<file path="src/sv/dltq_pkg.sv">
package dltq_pkg;

    // Default sizing of the timer list
    localparam int DEF_CAPACITY  = 16;
    localparam int DEF_TIME_BITS = 16;
    localparam int DEF_ID_BITS   = 16;

    // Request codes
    typedef enum logic [1:0] {
        OP_ADD  = 2'd0,
        OP_DEL  = 2'd1,
        OP_TICK = 2'd2,
        OP_NOP  = 2'd3
    } op_t;

    // Result status codes
    typedef enum logic [2:0] {
        ST_DONE      = 3'd0,
        ST_FULL      = 3'd1,
        ST_NOT_FOUND = 3'd2,
        ST_EMPTY     = 3'd3,
        ST_RUNNING   = 3'd4,
        ST_EXPIRED   = 3'd5
    } status_t;

endpackage

</file>
<file path="src/sv/delta_list_timer_queue_unit.sv">
// Delta-list timer queue: up to CAPACITY timers kept sorted by expiry, each
// entry holding an id and its time relative to the entry before it.
//
// Request channel: a request (op, timer_value, seq_id) is taken at a rising
// edge where start is high and busy is low. op selects add, delete or tick;
// the unused code leaves the list alone and reports done.
// Result channel: done is high for exactly one cycle with status,
// head_valid, head_seq and head_remaining. There is no back-pressure: the
// receiver must take the result in that cycle.
//
// Busy stays high until a request is finished, and done is high in the first
// cycle in which busy is low again; a new request may already be accepted in
// that cycle. A tick works on the head entry alone, while add and delete walk
// the entry memory one entry per cycle, so their time grows with the fill
// count; an add to a full list skips the walk. Requests never overlap: a new
// one is taken only once the last has finished.
//
// Reset empties the list at once; the entry memory itself is not cleared,
// since only entries below the fill count are ever used.
module delta_list_timer_queue_unit
    import dltq_pkg::*;
#(
    parameter int CAPACITY  = DEF_CAPACITY,
    parameter int TIME_BITS = DEF_TIME_BITS,
    parameter int ID_BITS   = DEF_ID_BITS
) (
    input  logic                 clk,
    input  logic                 rst_n,
    input  logic                 start,
    output logic                 busy,
    input  logic [1:0]           op,
    input  logic [TIME_BITS-1:0] timer_value,
    input  logic [ID_BITS-1:0]   seq_id,
    output logic                 done,
    output logic [2:0]           status,
    output logic                 head_valid,
    output logic [ID_BITS-1:0]   head_seq,
    output logic [TIME_BITS-1:0] head_remaining
);

    // Entry index must reach CAPACITY itself; memory address need not
    localparam int CNT_W     = $clog2(CAPACITY + 1);
    localparam int ADDR_W    = (CAPACITY > 1) ? $clog2(CAPACITY) : 1;
    localparam int MEM_DEPTH = 1 << ADDR_W;
    localparam int PC_W      = 4;

    typedef struct packed {
        logic [TIME_BITS-1:0] delta;
        logic [ID_BITS-1:0]   id;
    } entry_t;

    // Datapath actions driven by the control word
    typedef enum logic [3:0] {
        A_NONE,
        A_LATCH,
        A_ADD_STEP,
        A_ADD_LAST,
        A_SET_FULL,
        A_DEL_STEP,
        A_DEL_END,
        A_SET_NOTF,
        A_TICK,
        A_HEAD,
        A_OUT
    } act_t;

    // Sequencing of the step counter
    typedef enum logic [2:0] {
        BR_NEXT,
        BR_JUMP,
        BR_DISPATCH,
        BR_IF_FULL,
        BR_IF_EMPTY,
        BR_IF_MORE
    } br_t;

    typedef struct packed {
        act_t            act;
        br_t             br;
        logic [PC_W-1:0] target;
    } ctrl_t;

    // Program labels
    localparam logic [PC_W-1:0] L_IDLE     = PC_W'(0);
    localparam logic [PC_W-1:0] L_ADD      = PC_W'(1);
    localparam logic [PC_W-1:0] L_ADD_CHK  = PC_W'(2);
    localparam logic [PC_W-1:0] L_ADD_WALK = PC_W'(3);
    localparam logic [PC_W-1:0] L_ADD_END  = PC_W'(4);
    localparam logic [PC_W-1:0] L_FULL     = PC_W'(5);
    localparam logic [PC_W-1:0] L_DEL      = PC_W'(6);
    localparam logic [PC_W-1:0] L_DEL_WALK = PC_W'(7);
    localparam logic [PC_W-1:0] L_DEL_END  = PC_W'(8);
    localparam logic [PC_W-1:0] L_NOTF     = PC_W'(9);
    localparam logic [PC_W-1:0] L_TICK     = PC_W'(10);
    localparam logic [PC_W-1:0] L_HEAD     = PC_W'(11);
    localparam logic [PC_W-1:0] L_OUT      = PC_W'(12);

    // Microprogram: one control word per step
    function automatic ctrl_t ucode_rom(input logic [PC_W-1:0] a);
        ctrl_t w;
        case (a)
            L_IDLE:     w = '{A_LATCH,    BR_DISPATCH, L_IDLE};
            L_ADD:      w = '{A_NONE,     BR_IF_FULL,  L_FULL};
            L_ADD_CHK:  w = '{A_NONE,     BR_IF_EMPTY, L_ADD_END};
            L_ADD_WALK: w = '{A_ADD_STEP, BR_IF_MORE,  L_ADD_WALK};
            L_ADD_END:  w = '{A_ADD_LAST, BR_JUMP,     L_HEAD};
            L_FULL:     w = '{A_SET_FULL, BR_JUMP,     L_HEAD};
            L_DEL:      w = '{A_NONE,     BR_IF_EMPTY, L_NOTF};
            L_DEL_WALK: w = '{A_DEL_STEP, BR_IF_MORE,  L_DEL_WALK};
            L_DEL_END:  w = '{A_DEL_END,  BR_JUMP,     L_HEAD};
            L_NOTF:     w = '{A_SET_NOTF, BR_JUMP,     L_HEAD};
            L_TICK:     w = '{A_TICK,     BR_NEXT,     L_IDLE};
            L_HEAD:     w = '{A_HEAD,     BR_NEXT,     L_IDLE};
            L_OUT:      w = '{A_OUT,      BR_JUMP,     L_IDLE};
            default:    w = '{A_NONE,     BR_JUMP,     L_IDLE};
        endcase
        return w;
    endfunction

    // Entry memory: one write and one registered read per cycle
    entry_t mem [0:MEM_DEPTH-1];
    entry_t rd_reg;

    logic [PC_W-1:0]      pc_reg, pc_next;
    logic [CNT_W-1:0]     idx_reg, idx_next;
    logic [CNT_W-1:0]     count_reg, count_next;
    logic [TIME_BITS-1:0] acc_reg, acc_next;
    logic [ID_BITS-1:0]   key_reg, key_next;
    logic                 flag_reg, flag_next;
    status_t              status_reg, status_next;
    logic                 done_reg, done_next;
    logic                 hvalid_reg, hvalid_next;
    logic [ID_BITS-1:0]   hseq_reg, hseq_next;
    logic [TIME_BITS-1:0] hrem_reg, hrem_next;

    ctrl_t                ctrl;
    logic                 wr_en;
    logic [ADDR_W-1:0]    wr_addr;
    entry_t               wr_data;
    logic [CNT_W-1:0]     idx_m1;
    logic [CNT_W:0]       idx_p1;
    logic                 list_full, list_empty, more;
    logic [TIME_BITS:0]   fold_sum;
    logic [TIME_BITS-1:0] fold_sat;
    logic [TIME_BITS-1:0] tick_dec;
    logic [TIME_BITS-1:0] ins_sub;

    assign idx_m1     = idx_reg - CNT_W'(1);
    assign idx_p1     = {1'b0, idx_reg} + (CNT_W + 1)'(1);
    assign list_full  = (count_reg == CNT_W'(CAPACITY));
    assign list_empty = (count_reg == '0);
    assign more       = (idx_p1 < {1'b0, count_reg});

    // Fold the deleted delta into its successor, saturating
    assign fold_sum = {1'b0, rd_reg.delta} + {1'b0, acc_reg};
    assign fold_sat = fold_sum[TIME_BITS] ? '1 : fold_sum[TIME_BITS-1:0];
    assign tick_dec = (rd_reg.delta == '0) ? '0 : rd_reg.delta - TIME_BITS'(1);
    // Successor delta after an insert, or the displaced entry's own delta
    assign ins_sub  = rd_reg.delta - (flag_reg ? '0 : acc_reg);

    always_comb
    begin
        ctrl        = ucode_rom(pc_reg);
        pc_next     = pc_reg + PC_W'(1);
        idx_next    = idx_reg;
        count_next  = count_reg;
        acc_next    = acc_reg;
        key_next    = key_reg;
        flag_next   = flag_reg;
        status_next = status_reg;
        done_next   = 1'b0;
        hvalid_next = hvalid_reg;
        hseq_next   = hseq_reg;
        hrem_next   = hrem_reg;
        wr_en       = 1'b0;
        wr_addr     = idx_reg[ADDR_W-1:0];
        wr_data     = '{delta: acc_reg, id: key_reg};

        case (ctrl.br)
            BR_NEXT:     pc_next = pc_reg + PC_W'(1);
            BR_JUMP:     pc_next = ctrl.target;
            BR_DISPATCH:
            begin
                if (!start)
                    pc_next = pc_reg;
                else
                begin
                    case (op_t'(op))
                        OP_ADD:  pc_next = L_ADD;
                        OP_DEL:  pc_next = L_DEL;
                        OP_TICK: pc_next = L_TICK;
                        default: pc_next = L_HEAD;
                    endcase
                end
            end
            BR_IF_FULL:  if (list_full) pc_next = ctrl.target;
            BR_IF_EMPTY: if (list_empty) pc_next = ctrl.target;
            BR_IF_MORE:  if (more) pc_next = ctrl.target;
            default:     pc_next = L_IDLE;
        endcase

        case (ctrl.act)
            A_NONE: ;
            A_LATCH:
            begin
                // Point the read port at the head ahead of every request
                idx_next = '0;
                if (start)
                begin
                    acc_next    = timer_value;
                    key_next    = seq_id;
                    flag_next   = 1'b0;
                    status_next = ST_DONE;
                end
            end
            A_ADD_STEP:
            begin
                // Consume deltas until the slot is found, then ripple entries up
                if (!flag_reg && (acc_reg >= rd_reg.delta))
                    acc_next = acc_reg - rd_reg.delta;
                else
                begin
                    wr_en     = 1'b1;
                    acc_next  = ins_sub;
                    key_next  = rd_reg.id;
                    flag_next = 1'b1;
                end
                idx_next = idx_reg + CNT_W'(1);
            end
            A_ADD_LAST:
            begin
                wr_en      = 1'b1;
                count_next = count_reg + CNT_W'(1);
            end
            A_SET_FULL: status_next = ST_FULL;
            A_DEL_STEP:
            begin
                // Find the id, then move every later entry down by one
                if (!flag_reg)
                begin
                    if (rd_reg.id == key_reg)
                    begin
                        flag_next = 1'b1;
                        acc_next  = rd_reg.delta;
                    end
                end
                else
                begin
                    wr_en    = 1'b1;
                    wr_addr  = idx_m1[ADDR_W-1:0];
                    wr_data  = '{delta: fold_sat, id: rd_reg.id};
                    acc_next = '0;
                end
                idx_next = idx_reg + CNT_W'(1);
            end
            A_DEL_END:
            begin
                if (flag_reg)
                    count_next = count_reg - CNT_W'(1);
                else
                    status_next = ST_NOT_FOUND;
            end
            A_SET_NOTF: status_next = ST_NOT_FOUND;
            A_TICK:
            begin
                if (list_empty)
                    status_next = ST_EMPTY;
                else
                begin
                    wr_en       = 1'b1;
                    wr_data     = '{delta: tick_dec, id: rd_reg.id};
                    status_next = (tick_dec != '0) ? ST_RUNNING : ST_EXPIRED;
                end
            end
            A_HEAD: idx_next = '0;
            A_OUT:
            begin
                done_next   = 1'b1;
                hvalid_next = !list_empty;
                hseq_next   = list_empty ? '0 : rd_reg.id;
                hrem_next   = list_empty ? '0 : rd_reg.delta;
            end
            default: ;
        endcase
    end

    always_ff @(posedge clk)
    begin
        if (wr_en)
            mem[wr_addr] <= wr_data;
        rd_reg <= mem[idx_next[ADDR_W-1:0]];
    end

    always_ff @(posedge clk or negedge rst_n)
    begin
        if (!rst_n)
        begin
            pc_reg     <= L_IDLE;
            idx_reg    <= '0;
            count_reg  <= '0;
            flag_reg   <= 1'b0;
            status_reg <= ST_DONE;
            done_reg   <= 1'b0;
        end
        else
        begin
            pc_reg     <= pc_next;
            idx_reg    <= idx_next;
            count_reg  <= count_next;
            flag_reg   <= flag_next;
            status_reg <= status_next;
            done_reg   <= done_next;
        end
    end

    // Payload registers: no reset needed
    always_ff @(posedge clk)
    begin
        acc_reg    <= acc_next;
        key_reg    <= key_next;
        hvalid_reg <= hvalid_next;
        hseq_reg   <= hseq_next;
        hrem_reg   <= hrem_next;
    end

    assign busy           = (pc_reg != L_IDLE);
    assign done           = done_reg;
    assign status         = status_reg;
    assign head_valid     = hvalid_reg;
    assign head_seq       = hseq_reg;
    assign head_remaining = hrem_reg;

endmodule

</file>
<file path="config.mk">
export PLATFORM = sky130hd
export DESIGN_NAME = delta_list_timer_queue_unit
export DESIGN_NICKNAME = d
export VERILOG_FILES = /design/src/sv/dltq_pkg.sv /design/src/sv/delta_list_timer_queue_unit.sv
export SDC_FILE = /design/constraint.sdc
export NUM_CORES = 1
export LEC_CHECK = 0
export ABC_AREA = 1
export BUFFER_PORTS_ARGS = -buffer_cell sky130_fd_sc_hd__buf_2
export CAP_MARGIN = 40
export CORE_ASPECT_RATIO = 0.75
export CORE_MARGIN = 4
export CORE_UTILIZATION = 35
export CTS_CLUSTER_SIZE = 10
export DETAILED_ROUTE_END_ITERATION = 7
export SLEW_MARGIN = 10
export SYNTH_ARGS = -nofsm -noshare
export SYNTH_HDL_FRONTEND = slang
export SYNTH_SLANG_ARGS = --single-unit
</file>
<file path="constraint.sdc">
create_clock -name clk -period 4.58 [get_ports clk]
set_clock_uncertainty 0.15 [all_clocks]
set_input_delay 0.229 -clock clk [delete_from_list [all_inputs] [get_ports clk]]
set_output_delay 0.229 -clock clk [all_outputs]
set_load 0.01 [all_outputs]
</file>
==> results of run 1 <==
[critical path, delay by kind of cell, from the launching register on]
family | cells | cell delay (ns)
AO/OA/AOI/OAI | 3 | 0.80
adder cells (fa/ha/maj) | 1 | 0.50
buffers and inverters | 3 | 0.78
flip-flops | 1 | 0.54
AND/OR/NAND/NOR | 7 | 0.93
[layout make-up]
| class | count | area [µm²] | area share |
|---|---|---|---|
| inverters | 720 | 2710 | 0.0741 |
| repair buffers | 206 | 1720 | 0.0471 |
| well taps | 1212 | 1520 | 0.0416 |
| multi-input cells | 1975 | 9930 | 0.272 |
| clock inverters | 11 | 116 | 0.00319 |
| flip-flops and latches | 628 | 18400 | 0.505 |
| clock buffers | 123 | 2060 | 0.0563 |
[stage by stage]
step	instance area (µm²)	setup slack, ns
after floorplan	31800	0.962
after global placement	33900	0.780
after detailed placement	34000	0.670
after CTS	36500	0.653
after global routing	36500	0.345
final	36500	0.573
[kinds of logic (layout without fill, tap and decap cells)]
group	after synthesis	count (layout)
buffers and inverters	870	1060
XOR/XNOR	55	55
AO/OA/AOI/OAI	200	200
flip-flops	628	628
adder cells (fa/ha/maj)	70	70
AND/OR/NAND/NOR	1650	1650
[routing by layer]
layer,wire [µm],track usage,vias up
met5,0,0,-
met4,2120,0.0488,0
met3,10300,0.0574,134
met2,37900,0.273,1103
met1,44800,0.298,11600
li1,-,-,11600
[repair_timing]
action                    4_1_cts  5_1_grt
hold endpoints to repair       56        0
resized for setup               0        0
hold buffers                   35        0
[path summary, 6_finish.rpt]
| kind | start | to | slack (ns) |
|---|---|---|---|
| worst max-delay path | rd_reg[17] | mem[14][19] | 0.57 |
| worst min-delay path | op[1] | pc_reg[0] | 0.11 |
| worst max register to register | rd_reg[17] | mem[14][19] | 0.57 |
| worst min register to register | status[2] | status[2] | 0.37 |
| max in group asynchronous | rst_n | idx_reg[3] | 3.42 |
| min in group asynchronous | rst_n | done | 0.40 |
[synth_stat cells, drive strengths merged (2+ instances only)]
master / number
clkbuf: 38
nand4: 16
nand3: 714
dfxtp: 32
a211oi: 2
nand2: 774
or2: 3
fa: 4
inv: 717
nand3b: 11
o211ai: 7
clkinv: 3
o21bai: 5
o21a: 2
buf: 112
o31ai: 3
xor2: 41
a21oi: 52
a21o: 10
a21boi: 4
dfrtp: 19
nor3: 18
o22ai: 8
nor2: 112
o21ai: 100
ha: 66
edfxtp: 577
a31oi: 5
xnor2: 14
==> results.toml, run 1 <==
[timing]
rsz0062_at_grt = "no"
max_freq_mhz = 250
fin_crit_ns = 4.01
drv_slew = 0
fin_tns_setup_ns = 0
period_share = 0.875
finalHoldViolCount = 0
max-slew-margin-rel = 0.444
tightest_slew_ns = 0.834
hold_ws_ns = 0.110
finalSetupViolCount = 0

[synthesis]
synth_top_family_by_area = "simple AND/OR/NAND/NOR gates"
ys_seq_elements = 628
yosys.area_share.adder = 0.0285
synth-seq-area-share = 0.581
synthArstFlopShare = 0.0303
synth_area_um2 = 31800
synth_ff_type = "edfxtp_1"
syn-num-nets = 3580
synth_cells = 3473
yosysWarnings = 0
synthMuxAreaShare = 0
ys_top_cells_by_area = "edfxtp_1 (55%), nand3_1 (11%), nand2_1 (9.0%)"
avgSynthCellArea_um2 = 9.14
synth_xor_area_frac = 0.0152
synth_edf_count = 577
synth_top_cell_area_share = 0.546
synthSimpleGateAreaFrac = 0.231
synth_top_area_cell = "edfxtp_1"
synth-compound-area-share = 0.0350
synth_cell_type_count = 45

[clock_tree]
cts_root_buffer = "clkbuf_16"
clkSinkCount = 628
cts_max_level = 3
clk_pin_slew_ns = 0.06
cts_buffers = 74
insertion_delay_ns = 0.63
post_cts_buffers = 0
cts_tree = "yes"
ctsLongestPathBuffers = 3

[setup_path]
cp.required_ns = 4.75
crit_chain = "inv_1 -> fa_1 -> nand3_1 -> nand3_1 -> a21oi_1 -> o21ai_0 -> o21ai_0 -> nand2_1 -> nand2_2 -> nand2_2 -> nand3_4 -> nand2_1 -> inv_2 -> buf_12"
slowest_delay_ns = 0.54
r2r_cells = 14
cp_max_fo = 16
end_kind = "register"
path_class = "register to register"
crit_arrival_ns = 4.17
startpoint_type = "register"
cp_slowest_cell = "dfxtp_1"

[routing]
vias = 24400
first_pass_iters = 8
wire_per_inst_um = 19.5
drt_iter0_markers = 2947
vias_per_cell = 5.00
drcViolationCount = 0
wl_mm = 95.2
ant_nets = 0

[grt]
antenna_found_initial = 0
track_usage = 0.197
grt_pass1_wl_mm = 143
grt_max_degree = 130
grt_pass1_vias = 22500
grt-ovfl-total = 0

[final_layout]
layout_common_cells = "nand2_1 (761), nand3_1 (706), inv_1 (693), edfxtp_1 (577), nor2_1 (104)"
diodes = 0
area_growth_pct = 14.9
final_cells = 4875
fin_util = 0.407
layout_commonest_cell = "nand2_1"
nNetsFinal = 3712
drive_gt1_frac = 0.0871
n_fill_cell = 8765
largest_reg_flops = 512

[die]
die_w_um = 356
die_h_um = 269
dieArea_um2 = 95700
start_util = 0.354
core-area_um2 = 89700
rows = 95
io_pins = 75

[place]
io_buffers = 74
dp.cells = 4704
dp_hpwl_mm = 61.0
place_congestion = 0.898

[worst_hold_path]
worstHoldPathCells = 6
hold_class = "primary input to register"

[status]
run_status = "finished clean"

[job]
cap_violations = 0
Power of run 1 is not shown: default switching activity piles up to over one toggle a cycle in this logic, so the estimate is an artifact.
==> run 2, diff against run 1 <==
CORE_ASPECT_RATIO = 2   (was 0.75)
PLACE_DENSITY_LB_ADDON = 0.2   (was not set)
==> results.toml, run 2 (synthesized netlist as in run 1, its figures left out) <==
[status]
run_status = "finished clean"

[clock_tree]
cts_max_level = 3
cts_buffers = 73
insertion_delay_ns = 0.64
cts_tree = "yes"
clk_pin_slew_ns = 0.06
post_cts_buffers = 0
clkSinkCount = 628
ctsLongestPathBuffers = 3
cts_root_buffer = "clkbuf_16"

[final_layout]
area_growth_pct = 15.4
final_cells = 4875
layout_common_cells = "nand2_1 (761), nand3_1 (706), inv_1 (693), edfxtp_1 (577), nor2_1 (104)"
layout_commonest_cell = "nand2_1"
largest_reg_flops = 512
nNetsFinal = 3738
drive_gt1_frac = 0.0924
fin_util = 0.406
diodes = 0

[timing]
finalHoldViolCount = 0
worst_slack_ns = 0.691
period_share = 0.849
finalSetupViolCount = 0
tightest_slew_ns = 0.929
drv_slew = 0
max_freq_mhz = 257
fin_tns_setup_ns = 0
rsz0062_at_grt = "no"
max-slew-margin-rel = 0.374
fin_crit_ns = 3.89

[die]
die_h_um = 434
die_w_um = 221
start_util = 0.352
rows = 156
dieArea_um2 = 95900
core-area_um2 = 90200
io_pins = 75

[routing]
ant_nets = 0
wl_mm = 102
vias_per_cell = 4.97
drt_iter0_markers = 1601
drcViolationCount = 0
wire_per_inst_um = 21.0
vias = 24200
first_pass_iters = 6

[setup_path]
r2r_cells = 14
path_class = "register to register"
path_depth = 14
r2r-end = "mem[0][16]"
crit_path_end = "mem[0][16]"
cp_max_fo = 21
cp_num_buf_inv = 3
cp.required_ns = 4.74
slowest_delay_ns = 0.50
cp_slowest_cell = "dfxtp_1"
crit_arrival_ns = 4.05
startpoint_type = "register"
end_kind = "register"
critPathLaunch = "rd_reg[17]"
crit_chain = "inv_1 -> fa_1 -> nand3_1 -> nand3_1 -> a21oi_1 -> o21ai_0 -> o21ai_0 -> nand2_1 -> nand2_2 -> nand2_2 -> nand3_4 -> nand2_1 -> inv_2 -> buf_12"
reg2reg_from = "rd_reg[17]"
critical-path-top-delay-family = "simple AND/OR/NAND/NOR gates"
r2r_slack_ns = 0.69

[grt]
antenna_found_initial = 1
grt_pass1_vias = 24700
track_usage = 0.209
grt-ovfl-total = 0
grt.busiest_layer = "met2"
use_met3 = 0.0267
grt_util_met1 = 0.212
grtUsageMet2 = 0.411
grt_pass1_wl_mm = 152
grt_max_degree = 97

[place]
dp.cells = 4705
dp_hpwl_mm = 69.0
io_buffers = 74
post-place-ws_ns = 0.697
place_congestion = 0.966

[pwr]
leakage_uw = 0.0164
power_density_nw_per_um2 = 847
p_clk_frac = 0.175
p_comb_frac = 0.536
p_int_uw = 16400
seq_power_share = 0.290
power_uw = 31100
power.switching_uw = 14700
vdd_drop_max_mv = 0.652
switching_share = 0.473

[job]
cap_violations = 0

[worst_hold_path]
hold_class = "primary input to register"
-- run 2: changes by cell type in the layout (fill, tap and decap cells not counted), moves of 2 or more --
cell,change
buf_4,+28
clkinv_2,-2
inv_6,-3
clkbuf_1,+5
-- run 2: layer usage --
layer,up-vias,wire length [µm]
li1,11600,-
met1,11600,36100
met2,693,56300
met3,274,4050
met4,2,5870
met5,-,13
-- run 2: repair_timing --
item                       4_1_cts  5_1_grt
resized for setup                0        0
hold endpoints to repair        55        0
setup endpoints to repair        0        0
hold buffers                    35        0
-- run 2: how the worst min path moves through the flow --
stage          start      endpoint  slack (ns)  cells past startpoint
2_1_floorplan  rst_n  count_reg[0]       -0.22                      0
3_3_place_gp   rst_n     pc_reg[2]        0.09                      1
3_5_place_dp   rst_n     pc_reg[2]        0.09                      1
4_1_cts        op[1]     pc_reg[3]        0.09                      8
5_1_grt        op[1]     pc_reg[3]        0.19                      8
6_report       op[1]     pc_reg[3]        0.11                      8
-- run 2: worst register-to-register path, cell delays in order, from the launching register on --
cell and delay, ns:
dfxtp_1 0.50, inv_1 0.19, fa_1 0.49, nand3_1 0.09, nand3_1 0.12, a21oi_1 0.29
o21ai_0 0.25, o21ai_0 0.29, nand2_1 0.19, nand2_2 0.12, nand2_2 0.08, nand3_4 0.16
nand2_1 0.09, inv_2 0.26, buf_12 0.26
-- run 2: through the flow --
step | cell area (µm²) | hold WS, ns
floorplan | 31800 | -0.217
global placement | 34100 | 0.0893
detailed placement | 34100 | 0.0864
CTS | 36600 | 0.0898
global route | 36700 | 0.189
finish | 36700 | 0.113
-- run 2: power by group through the flow --
stage | Clock, µW | Combinational [µW] | Sequential [µW]
2_1_floorplan | 0 | 10500 | 8920
3_3_place_gp | 0 | 16600 | 9100
3_5_place_dp | 0 | 16600 | 9100
4_1_cts | 5550 | 16700 | 8990
5_1_grt | 5750 | 18200 | 9070
6_report | 5420 | 16600 | 9000
-- run 2: layout make-up --
cell class,instances,area [µm²]
fill,9037,53500
sequential,628,18400
multi-input combinational,1975,9930
inverter,720,2710
clock buffer,128,2090
timing repair buffer,233,1920
tap,1185,1480
clock inverter,6,78.8
(Power assumes the default switching activity.)
